## config.mk

```make
export PLATFORM = sky130hd
export DESIGN_NAME = floppy_controller_command_result_unit
export DESIGN_NICKNAME = d
export VERILOG_FILES = /design/src/sv/fdc_pkg.sv /design/src/sv/fdc_exec.sv /design/src/sv/floppy_controller_command_result_unit.sv
export SDC_FILE = /design/constraint.sdc
export NUM_CORES = 1
export LEC_CHECK = 0
export BUFFER_PORTS_ARGS = -buffer_cell sky130_fd_sc_hd__buf_2
export CORE_ASPECT_RATIO = 1.75
export CORE_MARGIN = 2
export CORE_UTILIZATION = 45
export CTS_CLUSTER_SIZE = 12
export DETAILED_ROUTE_END_ITERATION = 10
export HOLD_SLACK_MARGIN = 0.02
export PLACE_DENSITY = 0.64
export SLEW_MARGIN = 25
export SYNTH_ARGS = -nofsm -noshare
export SYNTH_HDL_FRONTEND = slang
export SYNTH_SLANG_ARGS = --single-unit
```

## constraint.sdc

```tcl
create_clock -name clk -period 17.25 [get_ports clk]
set_input_delay 0.8625 -clock clk [delete_from_list [all_inputs] [get_ports clk]]
set_output_delay 0.8625 -clock clk [all_outputs]
set_load 0.1 [all_outputs]
```

## src/sv/fdc_pkg.sv

```systemverilog
// Shared types, constants and command tables for the floppy controller unit.
`timescale 1ns / 1ps

package fdc_pkg;

  // Disk image geometry
  localparam int SECTOR_BYTES = 512;
  localparam int SECTOR_SHIFT = $clog2(SECTOR_BYTES);
  localparam int IMG_AW       = 21;
  localparam int LBA_W        = IMG_AW - SECTOR_SHIFT;

  // Command collection
  localparam int CMD_DEPTH = 9;
  localparam int RES_DEPTH = 7;

  // Access kinds
  localparam logic OP_READ  = 1'b0;
  localparam logic OP_WRITE = 1'b1;

  // Port offsets
  localparam logic [7:0] P_ID    = 8'h18;
  localparam logic [7:0] P_DMA0  = 8'h80;
  localparam logic [7:0] P_DMA1  = 8'h88;
  localparam logic [7:0] P_CTRL  = 8'h90;
  localparam logic [7:0] P_IRQ   = 8'h98;
  localparam logic [7:0] P_STAT  = 8'hA0;
  localparam logic [7:0] P_DATA  = 8'hA8;
  localparam logic [7:0] P_ZERO  = 8'hB8;

  // Fixed read values and status bits
  localparam logic [7:0] ID_VALUE  = 8'h8F;
  localparam logic [7:0] CTRL_READ = 8'h40;
  localparam logic [7:0] IRQ_READ  = 8'h40;
  localparam logic [7:0] MS_RQM    = 8'h80;
  localparam logic [7:0] MS_DIO    = 8'h40;
  localparam logic [7:0] ST0_INVAL = 8'h80;
  localparam logic [7:0] ST0_SENSE0 = 8'hC0;
  localparam logic [7:0] ST0_SENSEN = 8'h60;

  // Configuration
  localparam logic       CFG_SPT = 1'b0;
  localparam logic       CFG_CYL = 1'b1;
  localparam logic [5:0] SPT_RESET = 6'd18;
  localparam logic [7:0] CYL_RESET = 8'd80;

  typedef enum logic [1:0] {
    PH_IDLE      = 2'd0,
    PH_COMMAND   = 2'd1,
    PH_EXECUTION = 2'd2,
    PH_RESULT    = 2'd3
  } phase_t;

  typedef enum logic [2:0] {
    K_NONE      = 3'd0,
    K_INVALID   = 3'd1,
    K_READ_DATA = 3'd2,
    K_SENSE_INT = 3'd3,
    K_SEEK      = 3'd4,
    K_READ_ID   = 3'd5
  } kind_t;

  typedef struct packed {
    logic       opcode;
    logic [7:0] port;
    logic [7:0] write_data;
  } req_t;

  typedef struct packed {
    logic [7:0]        read_data;
    logic              claimed;
    logic              disk_fetch;
    logic [IMG_AW-1:0] disk_address;
    logic              irq_line;
  } res_t;

  // What a completed command does to the controller state
  typedef struct packed {
    logic [RES_DEPTH-1:0][7:0] res_bytes;
    logic [7:0]                pcyl;
    logic                      ptr_load;
    logic [IMG_AW-1:0]         ptr;
  } exec_t;

  // Number of command bytes per opcode
  function automatic logic [3:0] wr_len(input logic [4:0] code);
    logic [3:0] len;
    case (code)
      5'h02, 5'h05, 5'h06, 5'h09, 5'h0C, 5'h11, 5'h19, 5'h1D: len = 4'd9;
      5'h03, 5'h0F: len = 4'd3;
      5'h04, 5'h07, 5'h0A: len = 4'd2;
      5'h0D: len = 4'd6;
      default: len = 4'd1;
    endcase
    return len;
  endfunction

  // Number of result bytes per opcode
  function automatic logic [2:0] rd_len(input logic [4:0] code);
    logic [2:0] len;
    case (code)
      5'h02, 5'h05, 5'h06, 5'h09, 5'h0A, 5'h0C, 5'h0D, 5'h11, 5'h19, 5'h1D: len = 3'd7;
      5'h03, 5'h07, 5'h0F: len = 3'd0;
      5'h08: len = 3'd2;
      default: len = 3'd1;
    endcase
    return len;
  endfunction

  // Execution behavior per opcode
  function automatic kind_t cmd_kind(input logic [4:0] code);
    kind_t k;
    case (code)
      5'h02, 5'h03, 5'h04, 5'h05, 5'h07, 5'h09, 5'h0C, 5'h0D, 5'h11, 5'h19, 5'h1D:
        k = K_NONE;
      5'h06: k = K_READ_DATA;
      5'h08: k = K_SENSE_INT;
      5'h0A: k = K_READ_ID;
      5'h0F: k = K_SEEK;
      default: k = K_INVALID;
    endcase
    return k;
  endfunction

endpackage

```

## src/sv/fdc_exec.sv

```systemverilog
// Command execution: result bytes, seek target and Read Data sector address.
`timescale 1ns / 1ps

module fdc_exec (
  input  logic [4:0]                         code,
  input  logic [5:0]                         spt,
  input  logic [7:0]                         cyl_count,
  input  logic [1:0]                         dsel,
  input  logic [7:0]                         pcyl,
  input  logic [fdc_pkg::RES_DEPTH-1:0][7:0] res_cur,
  input  logic [7:0]                         byte_c,
  input  logic [7:0]                         byte_h,
  input  logic [7:0]                         byte_r,
  input  logic [7:0]                         byte_n,
  output fdc_pkg::exec_t                     ex
);

  fdc_pkg::kind_t                kind;
  logic [9:0]                    track;
  logic [15:0]                   prod;
  logic [16:0]                   lba_sum;
  logic [fdc_pkg::LBA_W-1:0]     lba;
  logic [7:0]                    c_nx;
  logic [7:0]                    h_nx;
  logic [7:0]                    r_nx;

  assign kind = fdc_pkg::cmd_kind(code);

  // Sector address: ((H + 2C) * spt + R - 1) * sector size, image-wrapped
  assign track   = 10'(byte_h) + {1'b0, byte_c, 1'b0};
  assign prod    = 16'(track) * 16'(spt);
  assign lba_sum = {1'b0, prod} + 17'(byte_r) - 17'd1;
  assign lba     = lba_sum[fdc_pkg::LBA_W-1:0];

  // Next sector: R, then head, then cylinder wrap
  always_comb begin
    c_nx = byte_c;
    h_nx = byte_h;
    r_nx = byte_r + 8'd1;
    if (r_nx == ({2'b00, spt} + 8'd1)) begin
      r_nx = 8'd1;
      h_nx = byte_h + 8'd1;
      if (h_nx == 8'd2) begin
        h_nx = 8'd0;
        c_nx = byte_c + 8'd1;
        if (c_nx == cyl_count) begin
          c_nx = 8'd0;
        end
      end
    end
  end

  // Effect of the command on the result bytes and drive state
  always_comb begin
    ex.res_bytes = res_cur;
    ex.pcyl      = pcyl;
    ex.ptr_load  = 1'b0;
    ex.ptr       = {lba, {fdc_pkg::SECTOR_SHIFT{1'b0}}};
    case (kind)
      fdc_pkg::K_INVALID: begin
        ex.res_bytes[0] = fdc_pkg::ST0_INVAL;
      end
      fdc_pkg::K_READ_DATA: begin
        ex.ptr_load     = 1'b1;
        ex.res_bytes[0] = 8'h00;
        ex.res_bytes[1] = 8'h00;
        ex.res_bytes[2] = 8'h00;
        ex.res_bytes[3] = c_nx;
        ex.res_bytes[4] = h_nx;
        ex.res_bytes[5] = r_nx;
        ex.res_bytes[6] = byte_n;
      end
      fdc_pkg::K_SENSE_INT: begin
        ex.res_bytes[0] = (dsel == 2'd0) ? fdc_pkg::ST0_SENSE0 : fdc_pkg::ST0_SENSEN;
        ex.res_bytes[1] = pcyl;
      end
      fdc_pkg::K_SEEK: begin
        ex.pcyl = byte_c;
      end
      fdc_pkg::K_READ_ID: begin
        ex.res_bytes[0] = 8'h00;
      end
      default: begin
      end
    endcase
  end

endmodule

```

## src/sv/floppy_controller_command_result_unit.sv

```systemverilog
// Top level: bus-port front end of a 765-style floppy controller.
`timescale 1ns / 1ps

// One bus access per request. A request taken at a start edge is registered,
// decoded and executed in the next cycle. Its result appears on out_res with
// out_valid high for exactly one cycle once the result register is loaded, and
// is taken at the edge that ends that cycle.
// A new request may be issued every cycle; busy stays low, since each access
// finishes in the single execute stage (command table lookup plus one
// 10x6 multiply for the Read Data sector address). The receiver must take
// each result in the cycle it is shown. Motor and DMA interrupt enable bits
// of the control port affect no output and are not stored.
module floppy_controller_command_result_unit (
  input  logic          clk,
  input  logic          rst_n,
  input  logic          start,
  output logic          busy,
  input  fdc_pkg::req_t in_req,
  output logic          out_valid,
  output fdc_pkg::res_t out_res,
  input  logic          cfg_we,
  input  logic          cfg_index,
  input  logic [7:0]    cfg_data
);

  // Request register
  logic          in_vld_r;
  fdc_pkg::req_t in_req_r;

  // Result register
  logic          out_vld_r;
  fdc_pkg::res_t out_res_r;
  fdc_pkg::res_t out_res_nxt;

  // Controller state
  fdc_pkg::phase_t                    phase_r, phase_nxt;
  logic [3:0]                         bi_r, bi_nxt;
  logic [4:0]                         code_r, code_nxt;
  logic [7:0]                         cmd_r [0:fdc_pkg::CMD_DEPTH-1];
  logic [fdc_pkg::RES_DEPTH-1:0][7:0] rb_r, rb_nxt;
  logic [7:0]                         ms_r, ms_nxt;
  logic [7:0]                         pcyl_r, pcyl_nxt;
  logic [1:0]                         dsel_r, dsel_nxt;
  logic                               irq_r, irq_nxt;
  logic                               sheld_r, sheld_nxt;
  logic                               hheld_r, hheld_nxt;
  logic [fdc_pkg::IMG_AW-1:0]         ptr_r, ptr_nxt;
  logic [5:0]                         spt_r;
  logic [7:0]                         cyl_r;

  // Data-port write path
  logic       is_wr;
  logic [7:0] d;
  logic       dw;
  logic [4:0] dw_code;
  logic [3:0] dw_bi;
  logic [3:0] dw_bi_inc;
  logic       dw_done;
  logic       cmd_we;
  logic [7:0] view_c, view_h, view_r, view_n;
  logic [3:0] rd_bi_inc;

  fdc_pkg::exec_t ex;

  assign busy      = 1'b0;
  assign out_valid = out_vld_r;
  assign out_res   = out_res_r;

  assign is_wr = (in_req_r.opcode == fdc_pkg::OP_WRITE);
  assign d     = in_req_r.write_data;

  // Command byte collection
  assign dw = in_vld_r && is_wr && (in_req_r.port == fdc_pkg::P_DATA) &&
              ((phase_r == fdc_pkg::PH_IDLE) || (phase_r == fdc_pkg::PH_COMMAND));
  assign dw_code   = (phase_r == fdc_pkg::PH_IDLE) ? d[4:0] : code_r;
  assign dw_bi     = (phase_r == fdc_pkg::PH_IDLE) ? 4'd0 : bi_r;
  assign dw_bi_inc = dw_bi + 4'd1;
  assign dw_done   = (dw_bi_inc == fdc_pkg::wr_len(dw_code));
  assign cmd_we    = dw && (dw_bi < 4'(fdc_pkg::CMD_DEPTH));

  // Command bytes as they stand after this write
  assign view_c = (cmd_we && dw_bi == 4'd2) ? d : cmd_r[2];
  assign view_h = (cmd_we && dw_bi == 4'd3) ? d : cmd_r[3];
  assign view_r = (cmd_we && dw_bi == 4'd4) ? d : cmd_r[4];
  assign view_n = (cmd_we && dw_bi == 4'd5) ? d : cmd_r[5];

  assign rd_bi_inc = bi_r + 4'd1;

  fdc_exec u_exec (
    .code      (dw_code),
    .spt       (spt_r),
    .cyl_count (cyl_r),
    .dsel      (dsel_r),
    .pcyl      (pcyl_r),
    .res_cur   (rb_r),
    .byte_c    (view_c),
    .byte_h    (view_h),
    .byte_r    (view_r),
    .byte_n    (view_n),
    .ex        (ex)
  );

  // Access decode and state update
  always_comb begin
    phase_nxt = phase_r;
    bi_nxt    = bi_r;
    code_nxt  = code_r;
    rb_nxt    = rb_r;
    ms_nxt    = ms_r;
    pcyl_nxt  = pcyl_r;
    dsel_nxt  = dsel_r;
    irq_nxt   = irq_r;
    sheld_nxt = sheld_r;
    hheld_nxt = hheld_r;
    ptr_nxt   = ptr_r;
    out_res_nxt = '0;
    if (in_vld_r) begin
      if (is_wr) begin
        case (in_req_r.port)
          fdc_pkg::P_CTRL: begin
            dsel_nxt = d[1:0];
            if (d[2]) begin
              if (sheld_r) begin
                dsel_nxt  = 2'd0;
                ms_nxt    = fdc_pkg::MS_RQM;
                bi_nxt    = 4'd0;
                phase_nxt = fdc_pkg::PH_IDLE;
                sheld_nxt = 1'b0;
                irq_nxt   = 1'b1;
              end
            end else if (!sheld_r) begin
              sheld_nxt = 1'b1;
              irq_nxt   = 1'b0;
            end
          end
          fdc_pkg::P_STAT: begin
            if (d[6]) begin
              if (!hheld_r) begin
                hheld_nxt = 1'b1;
                irq_nxt   = 1'b0;
              end
            end else if (hheld_r) begin
              dsel_nxt  = 2'd0;
              ms_nxt    = fdc_pkg::MS_RQM;
              bi_nxt    = 4'd0;
              phase_nxt = fdc_pkg::PH_IDLE;
              hheld_nxt = 1'b0;
            end
          end
          fdc_pkg::P_DATA: begin
            if (dw) begin
              code_nxt  = dw_code;
              phase_nxt = fdc_pkg::PH_COMMAND;
              bi_nxt    = dw_bi_inc;
              if (dw_done) begin
                rb_nxt   = ex.res_bytes;
                pcyl_nxt = ex.pcyl;
                if (ex.ptr_load) begin
                  ptr_nxt = ex.ptr;
                end
                if (fdc_pkg::rd_len(dw_code) != 3'd0) begin
                  ms_nxt    = ms_r | fdc_pkg::MS_DIO;
                  phase_nxt = fdc_pkg::PH_RESULT;
                end else begin
                  phase_nxt = fdc_pkg::PH_IDLE;
                end
                bi_nxt = 4'd0;
              end
            end
          end
          default: begin
          end
        endcase
      end else begin
        out_res_nxt.claimed = 1'b1;
        case (in_req_r.port)
          fdc_pkg::P_ID:   out_res_nxt.read_data = fdc_pkg::ID_VALUE;
          fdc_pkg::P_DMA0, fdc_pkg::P_DMA1: begin
            out_res_nxt.disk_fetch   = 1'b1;
            out_res_nxt.disk_address = ptr_r;
            ptr_nxt = ptr_r + fdc_pkg::IMG_AW'(1);
          end
          fdc_pkg::P_CTRL: out_res_nxt.read_data = fdc_pkg::CTRL_READ;
          fdc_pkg::P_IRQ:  out_res_nxt.read_data = irq_r ? fdc_pkg::IRQ_READ : 8'h00;
          fdc_pkg::P_STAT: out_res_nxt.read_data = ms_r;
          fdc_pkg::P_DATA: begin
            // result byte hand-out; outside the result phase reads 0
            if (phase_r == fdc_pkg::PH_RESULT) begin
              if (bi_r < 4'(fdc_pkg::RES_DEPTH)) begin
                out_res_nxt.read_data = rb_r[bi_r[2:0]];
              end
              if (rd_bi_inc == {1'b0, fdc_pkg::rd_len(code_r)}) begin
                bi_nxt    = 4'd0;
                phase_nxt = fdc_pkg::PH_IDLE;
                ms_nxt    = (ms_r & ~fdc_pkg::MS_DIO) | fdc_pkg::MS_RQM;
              end else begin
                bi_nxt = rd_bi_inc;
              end
            end
          end
          fdc_pkg::P_ZERO: out_res_nxt.read_data = 8'h00;
          default: out_res_nxt.claimed = 1'b0;
        endcase
      end
    end
    out_res_nxt.irq_line = irq_nxt;
  end

  // Request and result registers
  always_ff @(posedge clk) begin
    in_req_r  <= in_req;
    out_res_r <= out_res_nxt;
    if (!rst_n) begin
      in_vld_r  <= 1'b0;
      out_vld_r <= 1'b0;
    end else begin
      in_vld_r  <= start && !busy;
      out_vld_r <= in_vld_r;
    end
  end

  // Command byte store, no reset
  always_ff @(posedge clk) begin
    if (cmd_we) begin
      cmd_r[dw_bi] <= d;
    end
  end

  // Controller state and configuration registers
  always_ff @(posedge clk) begin
    if (!rst_n) begin
      phase_r <= fdc_pkg::PH_IDLE;
      bi_r    <= 4'd0;
      code_r  <= 5'd0;
      rb_r    <= '0;
      ms_r    <= fdc_pkg::MS_RQM;
      pcyl_r  <= 8'd0;
      dsel_r  <= 2'd0;
      irq_r   <= 1'b0;
      sheld_r <= 1'b0;
      hheld_r <= 1'b0;
      ptr_r   <= '0;
      spt_r   <= fdc_pkg::SPT_RESET;
      cyl_r   <= fdc_pkg::CYL_RESET;
    end else begin
      phase_r <= phase_nxt;
      bi_r    <= bi_nxt;
      code_r  <= code_nxt;
      rb_r    <= rb_nxt;
      ms_r    <= ms_nxt;
      pcyl_r  <= pcyl_nxt;
      dsel_r  <= dsel_nxt;
      irq_r   <= irq_nxt;
      sheld_r <= sheld_nxt;
      hheld_r <= hheld_nxt;
      ptr_r   <= ptr_nxt;
      if (cfg_we) begin
        case (cfg_index)
          fdc_pkg::CFG_SPT: spt_r <= cfg_data[5:0];
          fdc_pkg::CFG_CYL: cyl_r <= cfg_data;
          default: begin
          end
        endcase
      end
    end
  end

endmodule
```

==> After elaboration in Yosys (flattened, before gate mapping) <==
Memories as Yosys holds them, arrays and structs flattened. A register that Yosys moved wholly into a read port is not among the register bits.
Index checks and enable logic that the tools add are counted.
{ "totals": {"reg_bits": 158, "elab_cells": 222, "romBits": 416, "mem_bits_rw": 72, "mem_count": 5} }
{ "memory_table": {"columns": ["name", "words", "word_bits", "rd", "rd_ports_with_merged_regs", "wr", "line", "text"], "rows": [
  ["(no name shown)", 32, 4, 1, 0, 0, "fdc_pkg.sv:87", "case (code)"],
  ["(no name shown)", 32, 3, 1, 0, 0, "fdc_pkg.sv:100", "case (code)"],
  ["(no name shown)", 32, 3, 1, 1, 0, "fdc_pkg.sv:100", null],
  ["(no name shown)", 32, 3, 1, 0, 0, "fdc_pkg.sv:112", "case (code)"],
  ["cmd_r", 9, 8, 4, 1, 1, "floppy_controller_command_result_unit.sv:39", "logic [7:0] cmd_r [0:fdc_pkg::CMD_DEPTH-1];"]
]} }
{ "op_classes": {"n_mux": 90, "n_bitwise": 4, "add_sub_neg": 10, "n_eq_ne": 39, "multipliers": 1, "magnitude_cmp": 3, "n_reduce_logical": 41} }
{ "op_table": {"columns": ["operator", "n"], "rows": [
  ["2-to-1 mux 8 bit", 21],
  ["2-to-1 mux 21 bit", 6],
  ["equality test 8 bit, second input constant", 7],
  ["case mux 8 bit (3 select lines)", 2],
  ["2-to-1 mux 4 bit", 11],
  ["case mux 8 bit (5 select lines)", 1],
  ["AND reduction 6 bit", 5],
  ["2-to-1 mux 7 bit", 4],
  ["2-to-1 mux 3 bit", 9],
  ["2-to-1 mux 2 bit", 13],
  ["adder 8 x 1 -> 8 bit, second input constant", 3],
  ["binary-select mux 8 bit (select 3 bit)", 1],
  ["2-to-1 mux 22 bit", 1],
  ["adder 21 x 1 -> 21 bit, second input constant", 1],
  ["AND reduction 10 bit", 2],
  ["inequality test 3 bit, second input constant", 6],
  ["equality test 8 bit", 2],
  ["case mux 8 bit (2 select lines)", 1],
  ["2-to-1 mux 5 bit", 3],
  ["2-to-1 mux 1 bit", 13],
  ["adder 12 x 8 -> 12 bit", 1],
  ["multiplier 10 x 6 -> 12 bit", 1],
  ["case mux 4 bit (3 select lines)", 1],
  ["AND reduction 12 bit", 1],
  ["40 further kinds", 72]
]} }

==> Longest topological paths before layout <==
{ "logic_depth": {"ltp_word": 15, "ltp_mapped": 34} }

==> By module <==
A second synthesis with hierarchy kept.
{ "hier_totals": {"cells_unflattened": 1547, "hier_area_um2": 13121.3} }
{ "modules_own_cells": {"columns": ["module", "area_per_inst_um2", "cells_per_inst", "instances"], "rows": [
  ["floppy_controller_command_result_unit", 9133.8, 988, 1],
  ["fdc_exec", 3987.6, 559, 1]
]} }

==> Worst setup path before layout <==
No wires, ideal clock.
{ "synth_path": {"path_type": "reg-to-reg", "startpoint": "register bi_r[1]", "endpoint": "register ptr_r[20] (netlist bit)", "path_stages_with_launch": 30, "t_arrival_ns": 7.690, "setup_time_ns": 0.070, "period_less_slack_ns": 7.760, "slack_ns": 9.490, "cell_sequence": "dfxtp_1 > buf_1 > clkinv_1 > nor2_1 > ha_1 > and4b_1 > nand4_1 > clkbuf_1 > mux2_2 > ha_1 > ha_1 > a21o_1 > o221ai_1 > xnor2_1 > and2_1 > fa_1 > fa_1 > fa_1 > inv_1 > fa_1 > inv_1 > ha_1 > nand2_1 > o21ai_0 > o41ai_1 > o21ai_0 > xnor2_1 > xnor3_1 > xnor3_1 > o2bb2ai_1"} }
{ "synth_between": {"elab_chain_len": 14, "elab_cells_between_ends": 25, "cone_classes": "4 x add/sub; 1 x mul; 1 x order compare; 5 x eq/ne; 9 x mux; 5 x reduce/logical"} }
{ "synth_lines": {"columns": ["element", "line", "text"], "rows": [
  ["start: declaration", "floppy_controller_command_result_unit.sv:37", "logic [3:0] bi_r, bi_nxt;"],
  ["start signal: assignment", "floppy_controller_command_result_unit.sv:247", "bi_r <= bi_nxt;"],
  ["2-to-1 mux 4 bit *", "floppy_controller_command_result_unit.sv:76", "assign dw_bi = (phase_r == fdc_pkg::PH_IDLE) ? 4'd0 : bi_r;"],
  ["less-than comparator 4 bit", "floppy_controller_command_result_unit.sv:79", "assign cmd_we = dw && (dw_bi < 4'(fdc_pkg::CMD_DEPTH));"],
  ["logical AND 1 bit", "floppy_controller_command_result_unit.sv:79", null],
  ["logical AND 1 bit *", "floppy_controller_command_result_unit.sv:82", "assign view_c = (cmd_we && dw_bi == 4'd2) ? d : cmd_r[2];"],
  ["2-to-1 mux 8 bit *", "floppy_controller_command_result_unit.sv:82", null],
  ["via u_exec.byte_c[0]", "fdc_exec.sv:11", "input logic [7:0] byte_c,"],
  ["adder 8 x 9 -> 10 bit *", "fdc_exec.sv:30", "assign track = 10'(byte_h) + {1'b0, byte_c, 1'b0};"],
  ["multiplier 10 x 6 -> 12 bit *", "fdc_exec.sv:31", "assign prod = 16'(track) * 16'(spt);"],
  ["adder 12 x 8 -> 12 bit *", "fdc_exec.sv:32", "assign lba_sum = {1'b0, prod} + 17'(byte_r) - 17'd1;"],
  ["subtractor 12 x 1 -> 12 bit *", "fdc_exec.sv:32", null],
  ["2-to-1 mux 21 bit *", "floppy_controller_command_result_unit.sv:158", "if (ex.ptr_load) begin"],
  ["2-to-1 mux 21 bit *", "floppy_controller_command_result_unit.sv:155", "if (dw_done) begin"],
  ["2-to-1 mux 21 bit *", "floppy_controller_command_result_unit.sv:151", "if (dw) begin"],
  ["2-to-1 mux 21 bit *", "floppy_controller_command_result_unit.sv:119", "case (in_req_r.port)"],
  ["2-to-1 mux 21 bit *", "floppy_controller_command_result_unit.sv:118", "if (is_wr) begin"],
  ["end signal: assignment", "floppy_controller_command_result_unit.sv:256", "ptr_r <= ptr_nxt;"],
  ["end: declaration", "floppy_controller_command_result_unit.sv:47", "logic [fdc_pkg::IMG_AW-1:0] ptr_r, ptr_nxt;"]
]} }
Mark *: on every way through the listed nets, which the timed path passes. The rest lies on a longest branch. The select of a mux whose other input is x is not followed.
A chain may end at the register's enable or synchronous reset.

==> Final worst setup path <==
Ends and elaborated chain as after synthesis.

==> summary.txt <==
Run status
  • Run status: complete, no violations

Timing
  • Worst Tran Pin Value: 1050 ps
  • Unrepaired setup endpoints after global routing: false
  • Fin. Hold Viols: 0
  • Post-route setup TNS: 0 ps
  • FMAX: 110 MHz
  • Final setup violation count: 0
  • Fin. max-slew vios: 0
  • Slew headroom: 28.2%
  • Minimum clock period: 9100 ps
  • Final setup skew: 13.6 ps
  • Final period util: 52.8%
  • Hold slack: 451 ps

Job
  • Max-cap violations: 0

Power
  • Clock Power Share: 39.9%
  • P_sw: 286 uW
  • Comb power frac: 14.7%
  • P_int: 731 uW
  • Maximum VDD drop: 0.0711 mV
  • LEAKAGE: 5.26 nW
  • Pwr Density: 77.2 nW/um2
  • Reg power frac: 45.4%
  • Sw Ratio: 28.1%

Hold path
  • Worst min path class: flip-flop to flip-flop
  • Hold path cells: 2
  • Hold path startpoint: rb_r[47]$_SDFFE_PN0P_
  • Worst Hold End: rb_r[47]$_SDFFE_PN0P_

GRT
  • First-pass GRT wire length: 52.7 mm
  • Vias in the first global route: 9934
  • Largest net degree at the start of global routing: 71
  • Initial antenna violation count: 0
  • Total grt overflow: 0
  • Overall Global Routing Usage: 24.4%

Routing
  • WL final: 33.3 mm
  • First drt pass iteration count: 8
  • DRT iter0 DRCs: 725
  • Final ANT Viol Nets: 0
  • Routed vias: 10100
  • Drt drc: 0
  • DR vias/cell: 5.75
  • Avg WL per Cell: 19.0 um

Yosys
  • FFs w/ async S/R, synth: 0%
  • Avg Cell Area, Syn: 8.62 um2
  • Mapped Cells: 1388
  • Count of flip-flops with a built-in enable after synthesis: 32
  • Area leader, netlist: dfxtp_1
  • Synth Net Count: 1506
  • Distinct cell type count of the synthesized netlist: 79
  • Synth Flop Type: dfxtp_1
  • Synth warn: 0
  • Post-synthesis sequential area ratio: 34.5%
  • Post-Syn Area: 12000 um2
  • Top cells by area, synth: dfxtp_1 (26%), edfxtp_1 (8.0%), fa_1 (6.5%), ha_1 (5.1%), nand2_1 (4.6%)
  • Yosys top cell area share: 26.4%
  • Synthesized flop and latch total: 190

Clocking
  • Worst-path clk slew: 80 ps
  • Post-CTS Setup Inserts: 0
  • Clock buffer depth: 2
  • CTS tree: built
  • CTS resizes: 0
  • Quantity of hold-fixing buffers added after cts: 0
  • CTS H-tree lvls: 4
  • # clock sinks: 190
  • CTS buffer count: 17
  • Clock insertion delay at the later pin of the skew report: 450 ps
  • CTS root buf: clkbuf_16

Setup path
  • Crit path DAT: 9490 ps
  • CP startpoint kind: flip-flop
  • R2R cell count: 27
  • Worst setup EP type: flip-flop
  • RR Startpoint: bi_r[1]$_SDFFE_PN0P_
  • CP Data Required Time: 17640 ps
  • Setup CP Type: flip-flop to flip-flop
  • CP Max Fanout: 22
  • R2R setup slack: 8150 ps
  • RR Endpoint: ptr_r[20]$_SDFFE_PN0P_

Cells and area
  • Final Cell Area: 13200 um2
  • Final Util: 49.9%
  • Area growth syn-to-layout: 10.2%
  • Ant. Diodes: 0
  • # fillers: 2513
  • Layout cells sized above 1: 11.7%
  • Nets: 1537

Place
  • HPWL after detailed placement: 25.1 mm
  • Routability Congestion: 0.942
  • Placed cell area: 12600 um2
  • Port bufs: 62

Die
  • Core Area: 26400 um2
  • Initial Util: 45.3%
  • IO Count: 64
  • Die Y: 220 um
  • Row cnt: 79
  • Die ar.: 27900 um2
  • Die Wd: 127 um
[through the flow]
step           power (mW)  setup slack (ps)  cells
2_1_floorplan       0.585              9490   1388
3_3_place_gp        0.618              8420   1723
3_5_place_dp        0.621              8190   1723
4_1_cts              1.03              8160   1755
5_1_grt              1.07              7420   1756
6_report             1.02              8150   1756
[cells in the mapped netlist (all sizes together), types with 4 or more instances]
library cell and number:
mux2 23, and3 18, nand2b 12, o32ai 4, xor2 19, a31oi 16, nor4 6, o2111ai 4
nand3b 7, o31ai 4, nand3 62, o211ai 19, o21bai 5, edfxtp 32, a211oi 24, nor2 105
buf 13, o221a 8, ha 49, nand2 145, clkbuf 56, o22ai 5, mux2i 35, dfxtp 158
o21ai 55, a21oi 83, xnor2 46, and2 53, fa 39, nor3 31, inv 106, or3 9
nor2b 17, or3b 11, nor4b 4, o21a 11, nand4b 6, o311ai 5, a21o 6, nand4 13
or2 5, or4 5
[cells in the final DEF (no fill, tap or decap), types with 17 or more instances in the layout]
cell	Yosys	layout
dfxtp_1	158	158
nand2_1	145	145
inv_1	106	106
nor2_1	105	104
a21oi_1	83	83
nand3_1	62	62
buf_2	4	62
o21ai_0	53	53
and2_1	53	53
ha_1	49	49
xnor2_1	46	46
fa_1	39	39
mux2i_1	35	35
edfxtp_1	32	32
nor3_1	31	31
a211oi_1	24	24
mux2_2	22	22
o211ai_1	19	19
xor2_1	19	19
buf_4	2	19
and3_1	18	18
clkbuf_16	0	18
nor2b_1	17	17
[metal layers]
| layer | part of all wire (%) | routed length [um] | global-route usage [%] | vias to the layer above |
|---|---|---|---|---|
| met5 | 0 | 0 | 0 | - |
| met1 | 38 | 12700 | 26.3 | 4800 |
| met4 | 7.0 | 2320 | 16.4 | 0 |
| met2 | 51 | 17100 | 44.3 | 295 |
| met3 | 3.5 | 1180 | 3.13 | 91 |
| li1 | - | - | - | 4919 |
[critical path: stages (launching register included)]
cell and delay, ps:
dfxtp_1 850, clkinv_1 450, nor2_1 290, ha_1 220, and4b_1 200, nand4_1 700, mux2_2 630, ha_1 240
ha_1 180, a21o_1 170, o221ai_1 400, xnor2_1 320, and2_1 220, fa_1 430, fa_1 470, fa_1 540
inv_1 50, fa_1 520, inv_1 40, ha_1 340, nand2_1 70, o21ai_0 110, o41ai_1 440, o21ai_0 210
xnor2_1 200, xnor3_1 250, xnor3_1 350, o2bb2ai_1 130
[sequential cells by signal, indices dropped and copies added (netlist names), named ones only]
register and flops:
cyl_r 8, in_vld_r 1, pcyl_r 8, in_req_r 8, d 8, phase_r 2, out_valid 1, hheld_r 1
bi_r 4, ptr_r 21, code_r 5, spt_r 6, is_wr 1, ms_r 2, dsel_r 2, out_res 32
sheld_r 1, rb_r 43, irq_r 1, cmd_r 32
[how the worst max path moves through the flow]
stage | start | endpoint | slack (ps) | depth (start not counted)
floorplan | bi_r[1]$_SDFFE_PN0P_ | ptr_r[20]$_SDFFE_PN0P_ | 9490 | 29
global placement | bi_r[1]$_SDFFE_PN0P_ | ptr_r[20]$_SDFFE_PN0P_ | 8420 | 27
finish | bi_r[1]$_SDFFE_PN0P_ | ptr_r[20]$_SDFFE_PN0P_ | 8150 | 27
global route | bi_r[1]$_SDFFE_PN0P_ | ptr_r[20]$_SDFFE_PN0P_ | 7420 | 27
detailed placement | bi_r[1]$_SDFFE_PN0P_ | ptr_r[20]$_SDFFE_PN0P_ | 8190 | 27
CTS | bi_r[1]$_SDFFE_PN0P_ | ptr_r[20]$_SDFFE_PN0P_ | 8160 | 27
[power by group through the flow]
stage                     combinational (mW)  clock, mW  sequential (mW)
after floorplan                        0.117          0            0.468
after global placement                 0.146          0            0.472
after detailed placement               0.149          0            0.472
after CTS                              0.151      0.413            0.462
after global routing                   0.173      0.430            0.463
final                                  0.149      0.405            0.462
[cells by family (layout without fill, tap and decap cells)]
family | Yosys count | after routing | share of synthesized area, %
other | 1 | 1 | 0.0314
and+or+nand+nor | 520 | 520 | 22.0
xor gates and xnor gates | 68 | 68 | 5.32
adders and majority gates | 89 | 89 | 11.7
AOI/OAI and AO/OA | 283 | 283 | 15.5
muxes | 59 | 59 | 5.28
DFF | 190 | 190 | 34.5
buffers and inverters | 178 | 222 | 5.69
[area by class of cell]
cell class	instances	area, um2	area share, %
flip-flops and latches	190	4120	31.3
clock buffers	18	450	3.42
repair buffers	81	453	3.44
inverters	109	409	3.10
multi-input cells	1020	7190	54.5
clock inverters	14	151	1.15
well taps	324	405	3.08
Note: power is estimated with default switching activity, not from simulation.
